### config.mk
export PLATFORM = sky130hd
export DESIGN_NAME = vegetation_pixel_classifier_flat
export DESIGN_NICKNAME = d
export VERILOG_FILES = /design/src/rtl/core/vpc_pkg.sv /design/src/rtl/core/vpc_stream_if.sv /design/src/rtl/core/vpc_queue.sv /design/src/rtl/core/vpc_front.sv /design/src/rtl/core/vpc_back.sv /design/src/rtl/core/vegetation_pixel_classifier.sv /design/src/flat_wrapper.sv
export SDC_FILE = /design/constraint.sdc
export NUM_CORES = 1
export LEC_CHECK = 0
export BUFFER_PORTS_ARGS = -buffer_cell sky130_fd_sc_hd__buf_2
export CORE_MARGIN = 3
export CORE_UTILIZATION = 45
export DETAILED_ROUTE_END_ITERATION = 8
export PLACE_DENSITY = 0.63
export SLEW_MARGIN = 20
export SYNTH_ARGS = -nofsm -noshare
export SYNTH_HDL_FRONTEND = slang
export SYNTH_SLANG_ARGS = --single-unit
export TNS_END_PERCENT = 1
### constraint.sdc
create_clock -name clk -period 9.75 [get_ports clk]
set_input_delay 0.4875 -clock clk [delete_from_list [all_inputs] [get_ports clk]]
set_output_delay 0.4875 -clock clk [all_outputs]
set_load 0.005 [all_outputs]
### src/rtl/core/vpc_pkg.sv
// Shared types and constants of the vegetation pixel classifier.
// No dependencies; every other file of the block uses it by scoped names.
`default_nettype none

package vpc_pkg;

	// Default sizing, handed to the top level's parameters.
	localparam int MAX_BANDS_DEF   = 256;
	localparam int MAX_PIXELS_DEF  = 1048576;
	localparam int SAMPLE_BITS_DEF = 16;

	// Depth of the record queue between the band scanner and the classifier.
	localparam int QUEUE_DEPTH = 2;

	// Quotient bits of the NDVI divider: one integer bit and sixteen fraction bits.
	localparam int DIV_STEPS = 17;

	localparam int CFG_DATA_W  = 17;
	localparam int CFG_INDEX_W = 3;

	localparam logic [CFG_INDEX_W-1:0] REG_NIR_BAND        = 3'd0;
	localparam logic [CFG_INDEX_W-1:0] REG_RED_BAND        = 3'd1;
	localparam logic [CFG_INDEX_W-1:0] REG_EDGE_FIRST_BAND = 3'd2;
	localparam logic [CFG_INDEX_W-1:0] REG_EDGE_LAST_BAND  = 3'd3;
	localparam logic [CFG_INDEX_W-1:0] REG_NDVI_LIMIT      = 3'd4;
	localparam logic [CFG_INDEX_W-1:0] REG_EDGE_LIMIT      = 3'd5;
	localparam logic [CFG_INDEX_W-1:0] REG_TEST_MODE       = 3'd6;
	localparam logic [CFG_INDEX_W-1:0] REG_REJECT_LABEL    = 3'd7;

	localparam logic signed [15:0] NDVI_LIMIT_RESET = 16'sd9830;
	localparam logic [1:0]         TEST_MODE_RESET  = 2'b11;
	localparam logic signed [15:0] VEG_MASK         = -16'sd1;

	typedef struct packed {
		logic        [7:0]  nir_band;
		logic        [7:0]  red_band;
		logic        [7:0]  edge_first_band;
		logic        [7:0]  edge_last_band;
		logic signed [15:0] ndvi_limit;
		logic signed [16:0] edge_limit;
		logic        [1:0]  test_mode;
		logic signed [15:0] reject_label;
	} cfg_t;

	// One finished pixel as seen by the classifier.
	typedef struct packed {
		logic [14:0] nir;
		logic [14:0] red;
		logic [15:0] step;
		logic [19:0] pixel_index;
		logic        clr_count;
	} rec_t;

endpackage

`default_nettype wire

### src/rtl/core/vpc_stream_if.sv
// Valid/ready stream interfaces for band samples and pixel results.
// Depends on vpc_pkg for the default sample width.
`default_nettype none

interface vpc_in_if #(
	parameter int SAMPLE_BITS = vpc_pkg::SAMPLE_BITS_DEF
);
	logic                          valid;
	logic                          ready;
	logic signed [SAMPLE_BITS-1:0] sample;
	logic                          last_band;
	logic                          start_of_image;

	modport source(output valid, sample, last_band, start_of_image, input ready);
	modport sink(input valid, sample, last_band, start_of_image, output ready);
endinterface

interface vpc_out_if;
	logic               valid;
	logic               ready;
	logic        [19:0] pixel_index;
	logic signed [15:0] ndvi;
	logic               veg_flag;
	logic signed [15:0] mask_value;
	logic        [15:0] edge_step;
	logic        [20:0] vegetation_count;

	modport source(output valid, pixel_index, ndvi, veg_flag, mask_value, edge_step,
		vegetation_count, input ready);
	modport sink(input valid, pixel_index, ndvi, veg_flag, mask_value, edge_step,
		vegetation_count, output ready);
endinterface

`default_nettype wire

### src/rtl/core/vpc_queue.sv
// Small register FIFO of pixel records between scanner and classifier.
// Depends on vpc_pkg for the record type.
`default_nettype none

module vpc_queue #(
	parameter int DEPTH = vpc_pkg::QUEUE_DEPTH
) (
	input  wire                clk,
	input  wire                arst_n,
	input  wire                push,
	input  vpc_pkg::rec_t      push_rec,
	output logic               full,
	input  wire                pop,
	output logic               not_empty,
	output vpc_pkg::rec_t      head
);

	localparam int PW = $clog2(DEPTH);
	localparam int CW = $clog2(DEPTH + 1);

	vpc_pkg::rec_t  entry_q [DEPTH];
	logic [PW-1:0]  wr_ptr_q;
	logic [PW-1:0]  rd_ptr_q;
	logic [CW-1:0]  count_q;

	assign full      = (count_q == CW'(DEPTH));
	assign not_empty = (count_q != '0);
	assign head      = entry_q[rd_ptr_q];

	always_ff @(posedge clk) begin
		if (push) begin
			entry_q[wr_ptr_q] <= push_rec;
		end
	end

	always_ff @(posedge clk or negedge arst_n) begin
		if (!arst_n) begin
			wr_ptr_q <= '0;
			rd_ptr_q <= '0;
			count_q  <= '0;
		end else begin
			if (push) begin
				wr_ptr_q <= (wr_ptr_q == PW'(DEPTH - 1)) ? '0 : wr_ptr_q + 1'b1;
			end
			if (pop) begin
				rd_ptr_q <= (rd_ptr_q == PW'(DEPTH - 1)) ? '0 : rd_ptr_q + 1'b1;
			end
			if (push && !pop) begin
				count_q <= count_q + 1'b1;
			end else if (pop && !push) begin
				count_q <= count_q - 1'b1;
			end
		end
	end

endmodule

`default_nettype wire

### src/rtl/core/vpc_front.sv
// Band scanner: takes one sample a cycle while the queue has room, captures NIR and
// red, tracks the red edge step and hands a record per pixel to the queue. Uses vpc_pkg.
`default_nettype none

module vpc_front #(
	parameter int MAX_BANDS   = vpc_pkg::MAX_BANDS_DEF,
	parameter int MAX_PIXELS  = vpc_pkg::MAX_PIXELS_DEF,
	parameter int SAMPLE_BITS = vpc_pkg::SAMPLE_BITS_DEF
) (
	input  wire              clk,
	input  wire              arst_n,
	input  vpc_pkg::cfg_t    cfg,
	vpc_in_if.sink           samples,
	input  wire              q_full,
	output logic             push,
	output vpc_pkg::rec_t    push_rec
);

	localparam int BC_W  = $clog2(MAX_BANDS + 1);
	localparam int CMP_W = (BC_W > 8) ? BC_W : 8;
	localparam int PIX_W = $clog2(MAX_PIXELS + 1);
	localparam int CW    = (SAMPLE_BITS >= 17) ? SAMPLE_BITS + 1 : 18;

	logic [BC_W-1:0]               band_q, b_cur, b_nx;
	logic [14:0]                   nir_q, nir_cur, nir_nx;
	logic [14:0]                   red_q, red_cur, red_nx;
	logic signed [SAMPLE_BITS-1:0] prev_q, prev_cur, prev_nx;
	logic [15:0]                   best_q, best_cur, best_nx;
	logic                          done_q, done_cur, done_nx;
	logic [PIX_W-1:0]              pix_q, pix_cur, pix_nx;
	logic                          clr_pend_q;

	logic                          accept;
	logic                          sof;
	logic                          range_ok;
	logic [CMP_W-1:0]              bx;
	logic signed [CW-1:0]          s_x, d;
	logic [14:0]                   clamped;

	assign samples.ready = !q_full;
	assign accept        = samples.valid && samples.ready;
	assign sof           = samples.start_of_image;
	assign range_ok      = cfg.edge_last_band > cfg.edge_first_band;

	always_comb begin
		// Start of image discards the partial pixel before this sample is used.
		b_cur    = sof ? '0 : band_q;
		nir_cur  = sof ? '0 : nir_q;
		red_cur  = sof ? '0 : red_q;
		prev_cur = sof ? '0 : prev_q;
		best_cur = sof ? '0 : best_q;
		done_cur = sof ? 1'b0 : done_q;
		pix_cur  = sof ? '0 : pix_q;

		b_nx    = b_cur;
		nir_nx  = nir_cur;
		red_nx  = red_cur;
		prev_nx = prev_cur;
		best_nx = best_cur;
		done_nx = done_cur;

		bx  = CMP_W'(b_cur);
		s_x = CW'(samples.sample);
		d   = s_x - CW'(prev_cur);

		if (s_x < 0) begin
			clamped = '0;
		end else if (s_x > CW'(32767)) begin
			clamped = 15'h7FFF;
		end else begin
			clamped = s_x[14:0];
		end

		if (b_cur < BC_W'(MAX_BANDS)) begin
			if (bx == CMP_W'(cfg.nir_band)) begin
				nir_nx = clamped;
			end
			if (bx == CMP_W'(cfg.red_band)) begin
				red_nx = clamped;
			end
			if (range_ok && bx > CMP_W'(cfg.edge_first_band)
					&& bx <= CMP_W'(cfg.edge_last_band)) begin
				// The best step is unsigned; widen it before it is compared as signed.
				if (d > signed'(CW'(best_cur)) && d > 0) begin
					best_nx = (d > CW'(65535)) ? 16'hFFFF : d[15:0];
				end
			end
			if (range_ok && bx == CMP_W'(cfg.edge_last_band)) begin
				done_nx = 1'b1;
			end
			prev_nx = samples.sample;
			b_nx    = b_cur + 1'b1;
		end

		pix_nx = (pix_cur == PIX_W'(MAX_PIXELS - 1)) ? '0 : pix_cur + 1'b1;
	end

	assign push                 = accept && samples.last_band;
	assign push_rec.nir         = nir_nx;
	assign push_rec.red         = red_nx;
	assign push_rec.step        = done_nx ? best_nx : 16'd0;
	assign push_rec.pixel_index = 20'(pix_cur);
	assign push_rec.clr_count   = clr_pend_q || sof;

	always_ff @(posedge clk or negedge arst_n) begin
		if (!arst_n) begin
			band_q     <= '0;
			nir_q      <= '0;
			red_q      <= '0;
			prev_q     <= '0;
			best_q     <= '0;
			done_q     <= 1'b0;
			pix_q      <= '0;
			clr_pend_q <= 1'b0;
		end else if (accept) begin
			if (samples.last_band) begin
				band_q     <= '0;
				nir_q      <= '0;
				red_q      <= '0;
				prev_q     <= '0;
				best_q     <= '0;
				done_q     <= 1'b0;
				pix_q      <= pix_nx;
				clr_pend_q <= 1'b0;
			end else begin
				band_q     <= b_nx;
				nir_q      <= nir_nx;
				red_q      <= red_nx;
				prev_q     <= prev_nx;
				best_q     <= best_nx;
				done_q     <= done_nx;
				pix_q      <= pix_cur;
				clr_pend_q <= clr_pend_q || sof;
			end
		end
	end

endmodule

`default_nettype wire

### src/rtl/core/vpc_back.sv
// Pixel classifier: divides for NDVI one quotient bit a cycle, applies the
// enabled tests, keeps the vegetation count and drives the result register.
// Uses vpc_pkg and the result stream interface.
`default_nettype none

module vpc_back #(
	parameter int MAX_PIXELS = vpc_pkg::MAX_PIXELS_DEF
) (
	input  wire              clk,
	input  wire              arst_n,
	input  vpc_pkg::cfg_t    cfg,
	input  wire              q_not_empty,
	input  vpc_pkg::rec_t    q_head,
	output logic             pop,
	vpc_out_if.source        results
);

	localparam int VEG_W  = $clog2(MAX_PIXELS + 1);
	localparam int STEP_W = $clog2(vpc_pkg::DIV_STEPS);

	typedef enum logic [2:0] {
		ST_IDLE,
		ST_DIV,
		ST_NDVI,
		ST_DEC,
		ST_OUT
	} state_t;

	state_t              state_q;
	logic [VEG_W-1:0]    veg_cnt_q;

	vpc_pkg::rec_t       rec_q;
	logic [15:0]         den_q;
	logic [16:0]         rem_q;
	logic [16:0]         quo_q;
	logic [STEP_W-1:0]   step_q;
	logic                neg_q;
	logic signed [15:0]  ndvi_q;

	logic [16:0]         trial;
	logic                ge;
	logic [17:0]         q_inc;
	logic [16:0]         q_round;
	logic signed [16:0]  q_signed;
	logic                range_ok;
	logic                veg;
	logic [VEG_W-1:0]    cnt_base;
	logic [VEG_W-1:0]    cnt_nx;

	assign pop = (state_q == ST_IDLE) && q_not_empty;

	// Restoring division of |nir - red| * 2^16 by nir + red; the first step
	// takes the integer bit without shifting.
	assign trial = (step_q == '0) ? rem_q : {rem_q[15:0], 1'b0};
	assign ge    = trial >= {1'b0, den_q};

	// Round half away from zero on the magnitude, then restore the sign.
	assign q_inc   = {1'b0, quo_q} + 18'd1;
	assign q_round = q_inc[17:1];
	always_comb begin
		if (neg_q) begin
			q_signed = -signed'(q_round);
		end else if (q_round > 17'd32767) begin
			q_signed = 17'sd32767;
		end else begin
			q_signed = signed'(q_round);
		end
	end

	assign range_ok = cfg.edge_last_band > cfg.edge_first_band;
	always_comb begin
		veg = 1'b1;
		if (cfg.test_mode[0] && ndvi_q < cfg.ndvi_limit) begin
			veg = 1'b0;
		end
		if (cfg.test_mode[1] && range_ok && signed'({1'b0, rec_q.step}) < cfg.edge_limit) begin
			veg = 1'b0;
		end
		cnt_base = rec_q.clr_count ? '0 : veg_cnt_q;
		cnt_nx   = (veg && cnt_base < VEG_W'(MAX_PIXELS)) ? cnt_base + 1'b1 : cnt_base;
	end

	always_ff @(posedge clk) begin
		case (state_q)
			ST_IDLE: begin
				rec_q  <= q_head;
				den_q  <= {1'b0, q_head.nir} + {1'b0, q_head.red};
				rem_q  <= (q_head.red > q_head.nir) ? 17'(q_head.red - q_head.nir)
				                                     : 17'(q_head.nir - q_head.red);
				neg_q  <= q_head.red > q_head.nir;
				quo_q  <= '0;
				step_q <= '0;
			end
			ST_DIV: begin
				rem_q  <= ge ? trial - {1'b0, den_q} : trial;
				quo_q  <= {quo_q[15:0], ge};
				step_q <= step_q + 1'b1;
			end
			ST_NDVI: begin
				ndvi_q <= (den_q == '0) ? 16'sd0 : q_signed[15:0];
			end
			default: begin
			end
		endcase
	end

	always_ff @(posedge clk or negedge arst_n) begin
		if (!arst_n) begin
			state_q                  <= ST_IDLE;
			veg_cnt_q                <= '0;
			results.valid            <= 1'b0;
			results.pixel_index      <= '0;
			results.ndvi             <= '0;
			results.veg_flag         <= 1'b0;
			results.mask_value       <= '0;
			results.edge_step        <= '0;
			results.vegetation_count <= '0;
		end else begin
			case (state_q)
				ST_IDLE: begin
					if (q_not_empty) begin
						state_q <= ST_DIV;
					end
				end
				ST_DIV: begin
					if (step_q == STEP_W'(vpc_pkg::DIV_STEPS - 1)) begin
						state_q <= ST_NDVI;
					end
				end
				ST_NDVI: begin
					state_q <= ST_DEC;
				end
				ST_DEC: begin
					veg_cnt_q                <= cnt_nx;
					results.valid            <= 1'b1;
					results.pixel_index      <= rec_q.pixel_index;
					results.ndvi             <= ndvi_q;
					results.veg_flag         <= veg;
					results.mask_value       <= veg ? vpc_pkg::VEG_MASK : cfg.reject_label;
					results.edge_step        <= rec_q.step;
					results.vegetation_count <= 21'(cnt_nx);
					state_q                  <= ST_OUT;
				end
				ST_OUT: begin
					if (results.ready) begin
						results.valid <= 1'b0;
						state_q       <= ST_IDLE;
					end
				end
				default: begin
					state_q <= ST_IDLE;
				end
			endcase
		end
	end

endmodule

`default_nettype wire

### src/rtl/core/vegetation_pixel_classifier.sv
// Top level of the vegetation pixel classifier: configuration registers,
// band scanner, record queue and classifier. Uses vpc_pkg and vpc_stream_if.
//
// The block reads a hyperspectral stream one band sample per transfer, band 0
// first, with last_band closing each pixel, and answers every pixel with one
// result transfer carrying NDVI in Q1.15, the vegetation decision, the mask
// value, the red edge step, the pixel index and the running vegetation count.
// Samples are taken at one per cycle whenever the record queue has a free slot;
// while the queue is full the scanner holds off every sample, not only the last
// band of a pixel. Each pixel then passes through the classifier's states, set by the
// 17-step bit-serial NDVI divider: loading a record, 17 division steps, rounding,
// classifying into the result register and offering the result until it is taken.
// A stream whose pixels have at least 21 bands and whose results are taken at once
// therefore flows at one sample per cycle; shorter pixels are paced by the divider,
// with two finished pixels buffered in the queue. Configuration registers are
// written through cfg_we, cfg_index and cfg_wdata and must only change while the
// block is idle.
`default_nettype none

module vegetation_pixel_classifier #(
	parameter int MAX_BANDS   = vpc_pkg::MAX_BANDS_DEF,
	parameter int MAX_PIXELS  = vpc_pkg::MAX_PIXELS_DEF,
	parameter int SAMPLE_BITS = vpc_pkg::SAMPLE_BITS_DEF
) (
	input  wire                                clk,
	input  wire                                arst_n,
	input  wire                                cfg_we,
	input  wire [vpc_pkg::CFG_INDEX_W-1:0]     cfg_index,
	input  wire [vpc_pkg::CFG_DATA_W-1:0]      cfg_wdata,
	vpc_in_if.sink                             samples,
	vpc_out_if.source                          results
);

	vpc_pkg::cfg_t cfg_q;

	vpc_pkg::rec_t push_rec;
	vpc_pkg::rec_t q_head;
	logic          push;
	logic          pop;
	logic          q_full;
	logic          q_not_empty;

	// Register file: each write lands in one field, narrower fields keep
	// the low bits of the write data.
	always_ff @(posedge clk or negedge arst_n) begin
		if (!arst_n) begin
			cfg_q.nir_band        <= '0;
			cfg_q.red_band        <= '0;
			cfg_q.edge_first_band <= '0;
			cfg_q.edge_last_band  <= '0;
			cfg_q.ndvi_limit      <= vpc_pkg::NDVI_LIMIT_RESET;
			cfg_q.edge_limit      <= '0;
			cfg_q.test_mode       <= vpc_pkg::TEST_MODE_RESET;
			cfg_q.reject_label    <= '0;
		end else if (cfg_we) begin
			case (cfg_index)
				vpc_pkg::REG_NIR_BAND:        cfg_q.nir_band        <= cfg_wdata[7:0];
				vpc_pkg::REG_RED_BAND:        cfg_q.red_band        <= cfg_wdata[7:0];
				vpc_pkg::REG_EDGE_FIRST_BAND: cfg_q.edge_first_band <= cfg_wdata[7:0];
				vpc_pkg::REG_EDGE_LAST_BAND:  cfg_q.edge_last_band  <= cfg_wdata[7:0];
				vpc_pkg::REG_NDVI_LIMIT:      cfg_q.ndvi_limit      <= signed'(cfg_wdata[15:0]);
				vpc_pkg::REG_EDGE_LIMIT:      cfg_q.edge_limit      <= signed'(cfg_wdata[16:0]);
				vpc_pkg::REG_TEST_MODE:       cfg_q.test_mode       <= cfg_wdata[1:0];
				vpc_pkg::REG_REJECT_LABEL:    cfg_q.reject_label    <= signed'(cfg_wdata[15:0]);
				default: begin
				end
			endcase
		end
	end

	// The scanner closes a pixel into a record on its last band.
	vpc_front #(
		.MAX_BANDS  (MAX_BANDS),
		.MAX_PIXELS (MAX_PIXELS),
		.SAMPLE_BITS(SAMPLE_BITS)
	) u_front (
		.clk     (clk),
		.arst_n  (arst_n),
		.cfg     (cfg_q),
		.samples (samples),
		.q_full  (q_full),
		.push    (push),
		.push_rec(push_rec)
	);

	// The queue lets the scanner keep taking samples while the classifier
	// divides or waits for the result to be taken.
	vpc_queue #(
		.DEPTH(vpc_pkg::QUEUE_DEPTH)
	) u_queue (
		.clk      (clk),
		.arst_n   (arst_n),
		.push     (push),
		.push_rec (push_rec),
		.full     (q_full),
		.pop      (pop),
		.not_empty(q_not_empty),
		.head     (q_head)
	);

	vpc_back #(
		.MAX_PIXELS(MAX_PIXELS)
	) u_back (
		.clk        (clk),
		.arst_n     (arst_n),
		.cfg        (cfg_q),
		.q_not_empty(q_not_empty),
		.q_head     (q_head),
		.pop        (pop),
		.results    (results)
	);

endmodule

`default_nettype wire

### src/flat_wrapper.sv
// flat-port wrapper written by rule: the top's interface ports become plain ports
module vegetation_pixel_classifier_flat 
#(
	parameter int MAX_BANDS   = vpc_pkg::MAX_BANDS_DEF,
	parameter int MAX_PIXELS  = vpc_pkg::MAX_PIXELS_DEF,
	parameter int SAMPLE_BITS = vpc_pkg::SAMPLE_BITS_DEF
)
  (clk, arst_n, cfg_we, cfg_index, cfg_wdata, samples_valid, samples_sample, samples_last_band, samples_start_of_image, samples_ready, results_valid, results_pixel_index, results_ndvi, results_veg_flag, results_mask_value, results_edge_step, results_vegetation_count, results_ready);
  vpc_in_if #(.SAMPLE_BITS(SAMPLE_BITS)) samples_i ();
  vpc_out_if results_i ();
  input  wire clk;
  input  wire arst_n;
  input  wire cfg_we;
  input  wire [vpc_pkg::CFG_INDEX_W-1:0] cfg_index;
  input  wire [vpc_pkg::CFG_DATA_W-1:0] cfg_wdata;
  input wire logic [$bits(samples_i.valid)-1:0] samples_valid;
  input wire logic [$bits(samples_i.sample)-1:0] samples_sample;
  input wire logic [$bits(samples_i.last_band)-1:0] samples_last_band;
  input wire logic [$bits(samples_i.start_of_image)-1:0] samples_start_of_image;
  output wire logic [$bits(samples_i.ready)-1:0] samples_ready;
  output wire logic [$bits(results_i.valid)-1:0] results_valid;
  output wire logic [$bits(results_i.pixel_index)-1:0] results_pixel_index;
  output wire logic [$bits(results_i.ndvi)-1:0] results_ndvi;
  output wire logic [$bits(results_i.veg_flag)-1:0] results_veg_flag;
  output wire logic [$bits(results_i.mask_value)-1:0] results_mask_value;
  output wire logic [$bits(results_i.edge_step)-1:0] results_edge_step;
  output wire logic [$bits(results_i.vegetation_count)-1:0] results_vegetation_count;
  input wire logic [$bits(results_i.ready)-1:0] results_ready;
  assign samples_i.valid = samples_valid;
  assign samples_i.sample = samples_sample;
  assign samples_i.last_band = samples_last_band;
  assign samples_i.start_of_image = samples_start_of_image;
  assign samples_ready = samples_i.ready;
  assign results_valid = results_i.valid;
  assign results_pixel_index = results_i.pixel_index;
  assign results_ndvi = results_i.ndvi;
  assign results_veg_flag = results_i.veg_flag;
  assign results_mask_value = results_i.mask_value;
  assign results_edge_step = results_i.edge_step;
  assign results_vegetation_count = results_i.vegetation_count;
  assign results_i.ready = results_ready;
  vegetation_pixel_classifier #(.MAX_BANDS(MAX_BANDS), .MAX_PIXELS(MAX_PIXELS), .SAMPLE_BITS(SAMPLE_BITS)) u_core (.clk(clk), .arst_n(arst_n), .cfg_we(cfg_we), .cfg_index(cfg_index), .cfg_wdata(cfg_wdata), .samples(samples_i), .results(results_i));
endmodule
==> run summary, run 1 <==
syn_nets: 2835
Clock Skew: 28.18 ps
crit path capture type: flop
Cell Count, Final, Fillers Out: 3560
wire length per cell: 18.75 µm
residual DRC count: 0
Buffers on Ports: 134
area of the core: 60700 µm²
# IOs: 135
Root Driver: clkbuf_16
Clock Pin Slew Worst Setup and Hold Paths: 60 ps
DR vias: 19960
CP startpoint kind: primary input
Slew Viols, Final: 0
synth warn: 0
Critical Path RT: 10190 ps
grt ovf: 0
Die H: 254.5 µm
first-pass detailed-route iteration total: 7
Hold Crit Class: in2reg
Top FF cell, synth: dfrtp_1
Cell Chain, Critical Path: buf_2 > buf_4 > inv_2 > nand2_1 > fa_1 > a21oi_2 > o21ai_2 > and3_1 > o41a_1 > o21ai_0 > nand2_1 > xor2_1 > ha_1 > a211oi_1 > a21oi_1 > nand2_1 > a31oi_1 > nand4_1 > a211oi_1 > o221ai_1 > nor2_1 > a32o_1
TritonCTS clock tree: done
cts repair resizes: 0
vias in the first global route: 19805
CTS H-tree lvls: 2
Fin. Hold Viols: 0
Post-synth ARST share: 0.5309
RSZ-0062 raised after global routing: false
Comb pwr share: 0.402
leakage: 13.16 nW
GRT Total Usage: 0.2061
Max-Slew Margin vs Limit: 0.3179
total power: 0.008888 W
FP Rows: 90
Hold WS: 141.1 ps
WS Path Type: in2reg
Avg Inst Size Synth: 10.55 µm²
ANT nets after route: 0
clk_lat worst skew: 610 ps
clock power share: 0.235
sequential group share of total power: 0.363
Max-Cap Viols: 0
RePlAce Congestion: 0.8648
post-route setup slack: 3843 ps
Fill cells: 5416
CP max stage cell: nor2_1
Yosys reg bits: 518
CTS Sinks: 518
critical path peak fanout: 48
Syn Inst Count: 2634
Peak VDD IR: 143.0 µV
Sw Ratio: 0.3697
synth unique cells: 82
ANT cells: 0
Switch Pwr: 0.003286 W
Tcrit/Tclk final: 0.6059
Detailed Route WL: 66740 µm
first-pass GRT wire length: 107800 µm
Peak Freq: 0.1693 GHz
DRT iter0 DRCs: 1593
Area Overhead vs Synth: 11.88%
hpwl dp: 47300 µm
status: completed
pre-CTS WS: 3332 ps
Post-CTS Setup Bufs: 0
Worst Tran Pin Value: 1018 ps
crit-path max cell delay: 630 ps
power density cells: 285.8 nW/µm²
crit path DAT: 6340 ps
Final nets: 2932
setup TNS: 0 ps
clk buf depth: 3
final setup vio count: 0
cell-internal power: 0.005603 W
total CTS buffers: 56
layout cells sized above 1: 0.1479
via/cell ratio: 5.607
initial core utilization: 0.4580
crit-path most repeated cell: nand2_1
Die W: 254.5 µm
largest net degree at the start of global routing: 87
min Tclk post-route: 5907 ps
Seq/Total Area, Yosys: 0.5105
cell total after placement: 3454
Post-Syn Area: 27800 µm²
die area: 64790 µm²
number of synthesized flops with an enable pin: 243
initial antenna violation count: 3
## cells by family (layout without fill, tap and decap cells)
logic type	after synthesis	count (layout)	share of synthesized area
mux	198	198	0.07661
compound gates	509	509	0.1200
fa+ha+maj	159	159	0.07283
buf+inv	283	427	0.03880
simple gates	853	853	0.1449
xor+xnor	114	114	0.03642
flops	518	518	0.5105
## repair_timing
action	CTS	global route
setup endpoints to repair	0	0
hold buffers	1	0
endpoints found under the hold margin	78	0
## placed cells by master (no fill, tap or decap), types with 17 or more instances in the layout
cell / instances
dfrtp_1: 265
nand2_1: 385
nand4_1: 43
ha_1: 153
clkbuf_16: 56
xor2_1: 40
a22o_1: 32
o21a_1: 18
a22oi_1: 17
and3_1: 31
mux2i_1: 80
nand2b_1: 27
a21o_1: 38
buf_2: 133
edfxtp_1: 243
nor2b_1: 55
nor2_1: 130
nand3_1: 55
o21ai_0: 141
a31oi_1: 18
inv_1: 159
xnor2_1: 73
buf_4: 26
mux2_2: 118
a21oi_1: 111
nor3_1: 36
## through the flow
step,cell area [µm²],utilization
floorplan,27800,-
global placement,29240,0.4818
detailed placement,29260,0.4820
CTS,31090,0.5123
global route,31100,0.5124
finish,31100,0.5124
## path summary, 6_finish.rpt
| path | slack, ps | from | to | depth (start not counted) |
|---|---|---|---|---|
| min in group asynchronous | 470 | arst_n | u_core.u_back.results.pixel_index[12]$_DFFE_PN0P_ | 2 |
| worst min register to register | 440 | u_core.u_back.rec_q[8]$_DFFE_PP_ | u_core.u_back.results.pixel_index[7]$_DFFE_PN0P_ | 2 |
| worst min-delay path | 140 | cfg_wdata[13] | u_core.cfg_q[48]$_DFFE_PN1P_ | 3 |
| worst max register to register | 4170 | u_core.u_front.prev_q[0]$_DFFE_PN0P_ | u_core.u_queue.entry_q[1][32]$_DFFE_PP_ | 21 |
| worst max-delay path | 3840 | samples_start_of_image | u_core.u_queue.entry_q[1][32]$_DFFE_PP_ | 22 |
| max in group asynchronous | 7310 | arst_n | u_core.u_front.best_q[2]$_DFFE_PN0P_ | 4 |
## worst max-delay path, delay by kind of cell
family	cells	cell delay, ps
and+or+nand+nor	6	1330
xor gates and xnor gates	1	500
AOI/OAI and AO/OA	10	2370
buffers and inverters	3	890
adders and majority gates	2	720
## registers in the layout (all words and copies together), names as in the netlist, 17 cells and up
name                               count
u_core.u_back.veg_cnt_q               21
u_core.cfg_q                          83
u_core.u_back.rec_q                   37
u_core.u_back.quo_q                   17
u_core.u_back.results.pixel_index     20
u_core.u_front.pix_q                  21
u_core.u_queue.entry_q               134
u_core.u_back.rem_q                   17
## layout make-up
class                   count  area [µm²]  area share
clock buffers              75        1513     0.04864
multi-input cells        1833       12600      0.4053
clock inverters            30       312.8     0.01006
well taps                 782       978.4     0.03146
inverters                 160       600.6     0.01931
repair buffers            162       897.1     0.02885
flip-flops and latches    518       14190      0.4564
## synthesized netlist by cell type (6+ instances only)
library cell / count / area (µm²)
xor2_1: 40 / 350.3
a22o_1: 32 / 280.3
nor2_1: 134 / 503.0
xnor2_1: 73 / 639.4
nor3b_1: 6 / 45.04
nand4_1: 43 / 269.0
buf_1: 16 / 60.06
a2111oi_0: 7 / 61.31
o31ai_1: 13 / 97.59
or4_1: 6 / 45.04
dfstp_2: 9 / 236.5
nand3_1: 55 / 275.3
a22oi_1: 17 / 127.6
nand2_1: 387 / 1453
a32o_1: 14 / 140.1
o21ai_0: 141 / 705.7
o21a_1: 18 / 135.1
or3_1: 7 / 43.79
edfxtp_1: 243 / 7297
o21bai_1: 11 / 82.58
inv_1: 160 / 600.6
o211ai_1: 9 / 67.56
nand2b_1: 27 / 168.9
nor2b_1: 55 / 344.1
clkbuf_1: 104 / 390.4
o22ai_1: 10 / 62.56
o41ai_1: 6 / 52.55
and2_1: 12 / 75.07
a31oi_1: 18 / 112.6
mux2i_1: 80 / 800.8
ha_1: 153 / 1914
dfrtp_1: 266 / 6656
a211oi_1: 10 / 75.07
a21oi_1: 112 / 560.5
nor4_1: 18 / 112.6
and4_1: 6 / 52.55
nor3_1: 38 / 190.2
a21o_1: 38 / 285.3
mux2_2: 118 / 1329
and3_1: 32 / 200.2
## power groups by stage
stage	sequential [W]	clock, W	combinational [W]
floorplan	0.00316	0	0.00265
global placement	0.00324	0	0.00349
detailed placement	0.00326	0	0.00356
CTS	0.00322	0.00214	0.00359
global route	0.00328	0.00224	0.00402
finish	0.00322	0.00209	0.00358
## routing by layer
| metal | global-route usage | wire length (µm) | up-vias |
|---|---|---|---|
| li1 | - | - | 9603 |
| met1 | 0.2987 | 32270 | 9840 |
| met2 | 0.3272 | 30340 | 419 |
| met3 | 0.02611 | 2597 | 96 |
| met4 | 0.05815 | 1535 | 2 |
| met5 | 0 | 7 | - |
No activity file was read; power rests on OpenSTA's default activity.
==> inputs of run 2 (changes only) <==
--- a/config.mk
+++ b/config.mk
@@ -9,7 +9,7 @@
 export CORE_MARGIN = 3
 export CORE_UTILIZATION = 45
 export DETAILED_ROUTE_END_ITERATION = 8
-export PLACE_DENSITY = 0.63
+export PLACE_DENSITY = 0.65
 export SLEW_MARGIN = 20
 export SYNTH_ARGS = -nofsm -noshare
 export SYNTH_HDL_FRONTEND = slang
==> constraint.sdc (replaced) <==
create_clock -name clk -period 5.09 [get_ports clk]
set_input_delay 0.2545 -clock clk [delete_from_list [all_inputs] [get_ports clk]]
set_output_delay 0.2545 -clock clk [all_outputs]
set_load 0.005 [all_outputs]
==> run 2 against run 1 <==
Non-clock buffer count grew 39. Core utilization grew 0.50 points. Highest routed layer is now met4. Cell count grew 0.96%. Clock skew shrank 7.0 ps. Total power grew 92%. Setup slack lost 3600 ps. Routed wire length grew 1.1%. Sequential cell count is the same. Worst hold slack lost 110 ps. Global-route usage shrank 0.060 points. Critical path depth shrank 1. First-iteration DRC count shrank 8.6%. Critical endpoint is now u_core.u_queue.entry_q[0][33]$_DFFE_PP_. Largest power group unchanged.
==> run summary, run 2 (synthesized netlist as in run 1, its figures left out) <==
layout cells sized above 1: 0.1529
Cell Chain, Critical Path: nor2b_1 > ha_1 > inv_1 > fa_1 > a21oi_2 > o21ai_2 > and3_1 > o41a_1 > o21ai_0 > nand2_1 > xor2_1 > ha_1 > nand2_1 > a21oi_1 > nand2_1 > a31oi_1 > nand4_1 > a211oi_2 > o221a_2 > nand3_1 > a32o_1
status: completed
cell total after placement: 3474
DR vias: 20313
hpwl dp: 48100 µm
critical path peak fanout: 7
CTS H-tree lvls: 2
residual DRC count: 0
total CTS buffers: 53
# IOs: 135
total power: 0.01709 W
vias in the first global route: 19638
commonest non-fill, non-tap cell in the layout: nand2_1
pre-CTS WS: -25.83 ps
Buffers on Ports: 134
min Tclk post-route: 4802 ps
Slew Viols, Final: 0
wire length per cell: 18.77 µm
sequential group share of total power: 0.361
via/cell ratio: 5.652
clk_lat worst skew: 610 ps
area of the core: 60700 µm²
Fin. Hold Viols: 0
FF-to-FF path depth: 21
power density cells: 544.3 nW/µm²
grt ovf: 0
WS Path Type: reg2reg
die area: 64790 µm²
CP startpoint kind: flop
Clock Pin Slew Worst Setup and Hold Paths: 60 ps
Regs by FF count: u_core.u_queue.entry_q x134, u_core.cfg_q x83, u_core.u_back.rec_q x37
Root Driver: clkbuf_16
CTS Sinks: 518
crit path capture type: flop
FP Rows: 90
cell-internal power: 0.01078 W
clock power share: 0.230
CP max stage cell: fa_1
crit-path most repeated cell: nand2_1
r2r setup slk: 290 ps
Clock Skew: 21.14 ps
Tcrit/Tclk final: 0.9435
Sw Ratio: 0.3692
leakage: 13.32 nW
Area Overhead vs Synth: 12.98%
first-pass detailed-route iteration total: 5
Detailed Route WL: 67470 µm
setup TNS: 0 ps
DRT iter0 DRCs: 1456
first-pass GRT wire length: 107100 µm
crit path DAT: 5140 ps
Die H: 254.5 µm
Hold Crit Class: in2reg
Hold Path Stages: 3
Reg with most FFs: u_core.u_queue.entry_q
final setup vio count: 0
max reg flops: 134
GRT Total Usage: 0.2055
crit-path max cell delay: 410 ps
ANT nets after route: 0
RSZ-0062 raised after global routing: true
Critical Path RT: 5430 ps
Cell Count, Final, Fillers Out: 3594
initial core utilization: 0.4580
clk buf depth: 3
initial antenna violation count: 0
Final nets: 2968
Switch Pwr: 0.006312 W
TritonCTS clock tree: done
Comb pwr share: 0.409
ANT cells: 0
Max-Slew Margin vs Limit: 0.2120
largest net degree at the start of global routing: 112
most frequent cells in the layout: nand2_1 (385), dfrtp_1 (265), edfxtp_1 (243)
Die W: 254.5 µm
Post-CTS Setup Bufs: 0
Max-Cap Viols: 0
post-route setup slack: 287.6 ps
Peak VDD IR: 286.2 µV
Worst Tran Pin Value: 1170 ps
Peak Freq: 0.2082 GHz
RePlAce Congestion: 0.9113
==> run 2: critical path, delay by kind of cell, from the launching register on <==
family	cells	cell delay [ps]
fa+ha+maj	3	900
flops	1	360
buf+inv	1	60
compound gates	9	2100
simple gates	7	960
xor+xnor	1	160
==> run 2: final cells by class <==
cell class / instances / area [µm²]
fill: 5340 / 29290
clock inverter: 25 / 267.8
inverter: 160 / 600.6
tap: 782 / 978.4
clock buffer: 75 / 1501
multi-input combinational: 1833 / 12620
timing repair buffer: 201 / 1246
sequential: 518 / 14190
==> run 2: power by group through the flow <==
stage | sequential (W) | clock, W | combinational (W)
after floorplan | 0.00605 | 0 | 0.00507
after global placement | 0.00620 | 0 | 0.00678
after detailed placement | 0.00624 | 0 | 0.00693
after CTS | 0.00617 | 0.00402 | 0.00699
after global routing | 0.00627 | 0.00418 | 0.00783
final | 0.00617 | 0.00393 | 0.00700
==> run 2: timing repair <==
item / 4_1_cts / 5_1_grt
resized for setup: 0 / 3
hold buffers: 20 / 0
endpoints found under the hold margin: 132 / 0
setup endpoints to repair: 0 / 43
==> run 2: metal layers <==
metal | up-vias | GRT usage | wire, µm
met1 | 10021 | 0.2961 | 31920
met3 | 101 | 0.02447 | 3029
met5 | - | 0 | 0
met4 | 0 | 0.05375 | 1338
met2 | 504 | 0.3319 | 31180
li1 | 9687 | - | -
==> run 2: stage by stage <==
| step | hold slack [ps] | instance area [µm²] | utilization |
|---|---|---|---|
| after floorplan | -41.09 | 27800 | - |
| final | 31.09 | 31410 | 0.5174 |
| after global placement | 343.2 | 29410 | 0.4846 |
| after detailed placement | 355.6 | 29420 | 0.4848 |
| after global routing | 32.12 | 31410 | 0.5174 |
| after CTS | 1.489 | 31390 | 0.5172 |
==> run 2: path summary, 6_finish.rpt <==
| kind | to | startpoint |
|---|---|---|
| setup / recovery | u_core.u_queue.entry_q[0][33]$_DFFE_PP_ | u_core.u_front.prev_q[0]$_DFFE_PN0P_ |
| hold / removal | u_core.u_front.prev_q[7]$_DFFE_PN0P_ | samples_sample[7] |
| setup reg to reg | u_core.u_queue.entry_q[0][33]$_DFFE_PP_ | u_core.u_front.prev_q[0]$_DFFE_PN0P_ |
| hold reg to reg | u_core.u_back.results.pixel_index[15]$_DFFE_PN0P_ | u_core.u_back.rec_q[16]$_DFFE_PP_ |
| max in group asynchronous | u_core.u_front.best_q[2]$_DFFE_PN0P_ | arst_n |
| min in group asynchronous | u_core.u_back.veg_cnt_q[11]$_DFFE_PN0P_ | arst_n |
==> inputs of run 3 (changes only) <==
--- a/config.mk
+++ b/config.mk
@@ -5,6 +5,7 @@
 export SDC_FILE = /design/constraint.sdc
 export NUM_CORES = 1
 export LEC_CHECK = 0
+export ABC_AREA = 1
 export BUFFER_PORTS_ARGS = -buffer_cell sky130_fd_sc_hd__buf_2
 export CORE_MARGIN = 3
 export CORE_UTILIZATION = 45
==> run 3 against run 2 <==
Cell count increased by 17%. Critical path type unchanged. Critical endpoint is now u_core.u_queue.entry_q[1][33]$_DFFE_PP_. Largest cell class unchanged. Setup slack improved by 790 ps. Worst hold slack better by 36 ps.
==> run summary, run 3 <==
ANT nets after route: 0
crit path capture type: flop
residual DRC count: 0
Hold Crit Class: in2reg
# IOs: 135
vias in the first global route: 20932
CP startpoint kind: flop
critical path peak fanout: 22
grt ovf: 0
wire length per cell: 15.93 µm
Clock Skew: 15.96 ps
Post-Syn Area: 28040 µm²
Critical Path RT: 5490 ps
DR vias: 21282
Synth Area in Compound Gates: 0.1171
crit-path max cell delay: 430 ps
Slew Viols, Final: 0
Switch Pwr: 0.007802 W
most common cell in the netlist: nand2_1
Detailed Route WL: 67100 µm
FP Rows: 90
Die W: 255.6 µm
total power: 0.01919 W
min Tclk post-route: 4008 ps
TritonCTS clock tree: done
initial antenna violation count: 2
GRT Total Usage: 0.2059
first-pass detailed-route iteration total: 6
Commonest cells post-synth: nand2_1 (808), inv_1 (431), o21ai_0 (300)
CP max stage cell: fa_1
r2r endpoint: u_core.u_queue.entry_q[1][33]$_DFFE_PP_
number of synthesized flops with an enable pin: 243
RePlAce Congestion: 0.8722
syn_nets: 3411
Post-Synth Adder-Cell Area: 0.07184
Max-Cap Viols: 0
clk_lat worst skew: 590 ps
largest family of logic cells by synthesized area: simple AND/OR/NAND/NOR gates
mux contribution to synthesized area: 0.001829
Tcrit/Tclk final: 0.7874
Worst Tran Pin Value: 1135 ps
Max-Slew Margin vs Limit: 0.2407
layout cells sized above 1: 0.1049
Clock Pin Slew Worst Setup and Hold Paths: 60 ps
sequential group share of total power: 0.342
setup TNS: 0 ps
max reg flops: 134
Sw Ratio: 0.4065
crit path from: u_core.u_front.prev_q[0]$_DFFE_PN0P_
CTS Sinks: 518
Reg with most FFs: u_core.u_queue.entry_q
Post-CTS Setup Bufs: 0
Comb pwr share: 0.447
Syn Inst Count: 3210
Fin. Hold Viols: 0
most frequent cells in the layout: nand2_1 (807), inv_1 (430), o21ai_0 (299)
WS Path Type: reg2reg
cell-internal power: 0.01139 W
Area Overhead vs Synth: 12.71%
clk buf depth: 3
initial core utilization: 0.4594
synth unique cells: 65
FF-to-FF path depth: 27
Setup crit end: u_core.u_queue.entry_q[1][33]$_DFFE_PP_
first-pass GRT wire length: 111000 µm
total CTS buffers: 55
crit path DAT: 4410 ps
r2r setup slk: 1080 ps
RSZ-0062 raised after global routing: false
Root Driver: clkbuf_16
Top FF cell, synth: dfrtp_1
hpwl dp: 47210 µm
Final nets: 3538
commonest non-fill, non-tap cell in the layout: nand2_1
power density cells: 607.3 nW/µm²
top post-synthesis cells by area: edfxtp_1 (26%), dfrtp_1 (24%), nand2_1 (11%)
clock power share: 0.211
status: completed
Peak Freq: 0.2495 GHz
Synth Area in XOR/XNOR: 0.03552
Avg Inst Size Synth: 8.735 µm²
final setup vio count: 0
dominant cell type by area after synthesis: edfxtp_1
CTS H-tree lvls: 2
synth warn: 0
Peak VDD IR: 278.7 µV
Seq/Total Area, Yosys: 0.5060
Regs by FF count: u_core.u_queue.entry_q x134, u_core.cfg_q x83, u_core.u_back.rec_q x37
Buffers on Ports: 134
die area: 65340 µm²
hold wc startpoint: samples_sample[8]
DRT iter0 DRCs: 1662
crit-path most repeated cell: nand2_1
largest net degree at the start of global routing: 116
Yosys reg bits: 518
Yosys top cell area share: 0.2602
via/cell ratio: 5.052
leakage: 14.63 nW
Synth Area in Simple Gates: 0.1895
area of the core: 61030 µm²
Die H: 255.6 µm
Post-synth ARST share: 0.5309
worst flop-to-flop path startpoint: u_core.u_front.prev_q[0]$_DFFE_PN0P_
## run 3: cell count changes in the layout (fill, tap and decap cells not counted), sizes merged, moves of 44 or more
| cell | delta |
|---|---|
| inv | +281 |
| mux2 | -117 |
| mux2i | -76 |
| nand2 | +427 |
| nand3 | +51 |
| nor2 | +89 |
| nor2b | -55 |
| o21ai | +174 |
| o22ai | +44 |
## run 3: power by group through the flow
stage / Clock (W) / Sequential (W) / Combinational (W)
final: 0.00405 / 0.00656 / 0.00858
after global routing: 0.00432 / 0.00668 / 0.00983
after CTS: 0.00415 / 0.00656 / 0.00860
after detailed placement: 0 / 0.00663 / 0.00854
after global placement: 0 / 0.00661 / 0.00847
after floorplan: 0 / 0.00650 / 0.00632
## run 3: how the worst min path moves through the flow
stage,to,slack (ps),cells after the start
floorplan,u_core.cfg_q[0]$_DFFE_PN0P_,-40,0
global placement,u_core.u_back.veg_cnt_q[10]$_DFFE_PN0P_,410,1
detailed placement,u_core.u_back.veg_cnt_q[10]$_DFFE_PN0P_,400,1
CTS,u_core.u_front.prev_q[9]$_DFFE_PN0P_,40,4
global route,u_core.u_front.prev_q[9]$_DFFE_PN0P_,80,4
finish,u_core.u_front.prev_q[8]$_DFFE_PN0P_,70,4
## run 3: kinds of logic after synthesis
logic type / after synthesis
buffers and inverters: 559
AND/OR/NAND/NOR: 1267
XOR/XNOR: 112
adder cells (fa/ha/maj): 158
AO/OA/AOI/OAI: 591
multiplexers: 5
flip-flops: 518
## run 3: what timing repair did
| action | 4_1_cts | 5_1_grt |
|---|---|---|
| resized for setup | 0 | 0 |
| hold buffers | 21 | 0 |
| hold endpoints to repair | 144 | 0 |
## run 3: layer usage
metal	up-vias	share of wire	GRT usage
met5	-	0	0
met2	459	0.45	0.3275
met3	102	0.045	0.02355
met1	9904	0.48	0.2962
li1	10817	-	-
met4	0	0.029	0.06478
## run 3: cell type report
| cell class | instances | area [µm²] |
|---|---|---|
| well taps | 828 | 1036 |
| clock inverters | 15 | 185.2 |
| fillers | 5748 | 29430 |
| clock buffers | 88 | 1663 |
| multi-input cells | 2133 | 11720 |
| diodes | 2 | 5.005 |
| flip-flops and latches | 518 | 14190 |
| inverters | 445 | 1670 |
| repair buffers | 184 | 1134 |
## run 3: critical path: cells and delay by family (launching register included)
kind	cells	cell delay, ps
AO/OA/AOI/OAI	2	390
XOR/XNOR	1	280
adder cells (fa/ha/maj)	3	900
buffers and inverters	3	200
flip-flops	1	320
AND/OR/NAND/NOR	18	1710
## run 3: stage by stage
| stage | util | setup slack [ps] | cells | instance area, µm² | hold slack, ps |
|---|---|---|---|---|---|
| global route | 0.5177 | 571.5 | 4211 | 31600 | 84.76 |
| finish | 0.5178 | 1082 | 4213 | 31600 | 67.48 |
| detailed placement | 0.4840 | 858.8 | 4087 | 29540 | 395.1 |
| CTS | 0.5177 | 1078 | 4211 | 31600 | 44.89 |
| global placement | 0.4840 | 957.3 | 4087 | 29540 | 405.2 |
| floorplan | - | 678.0 | 3210 | 28040 | -41.09 |
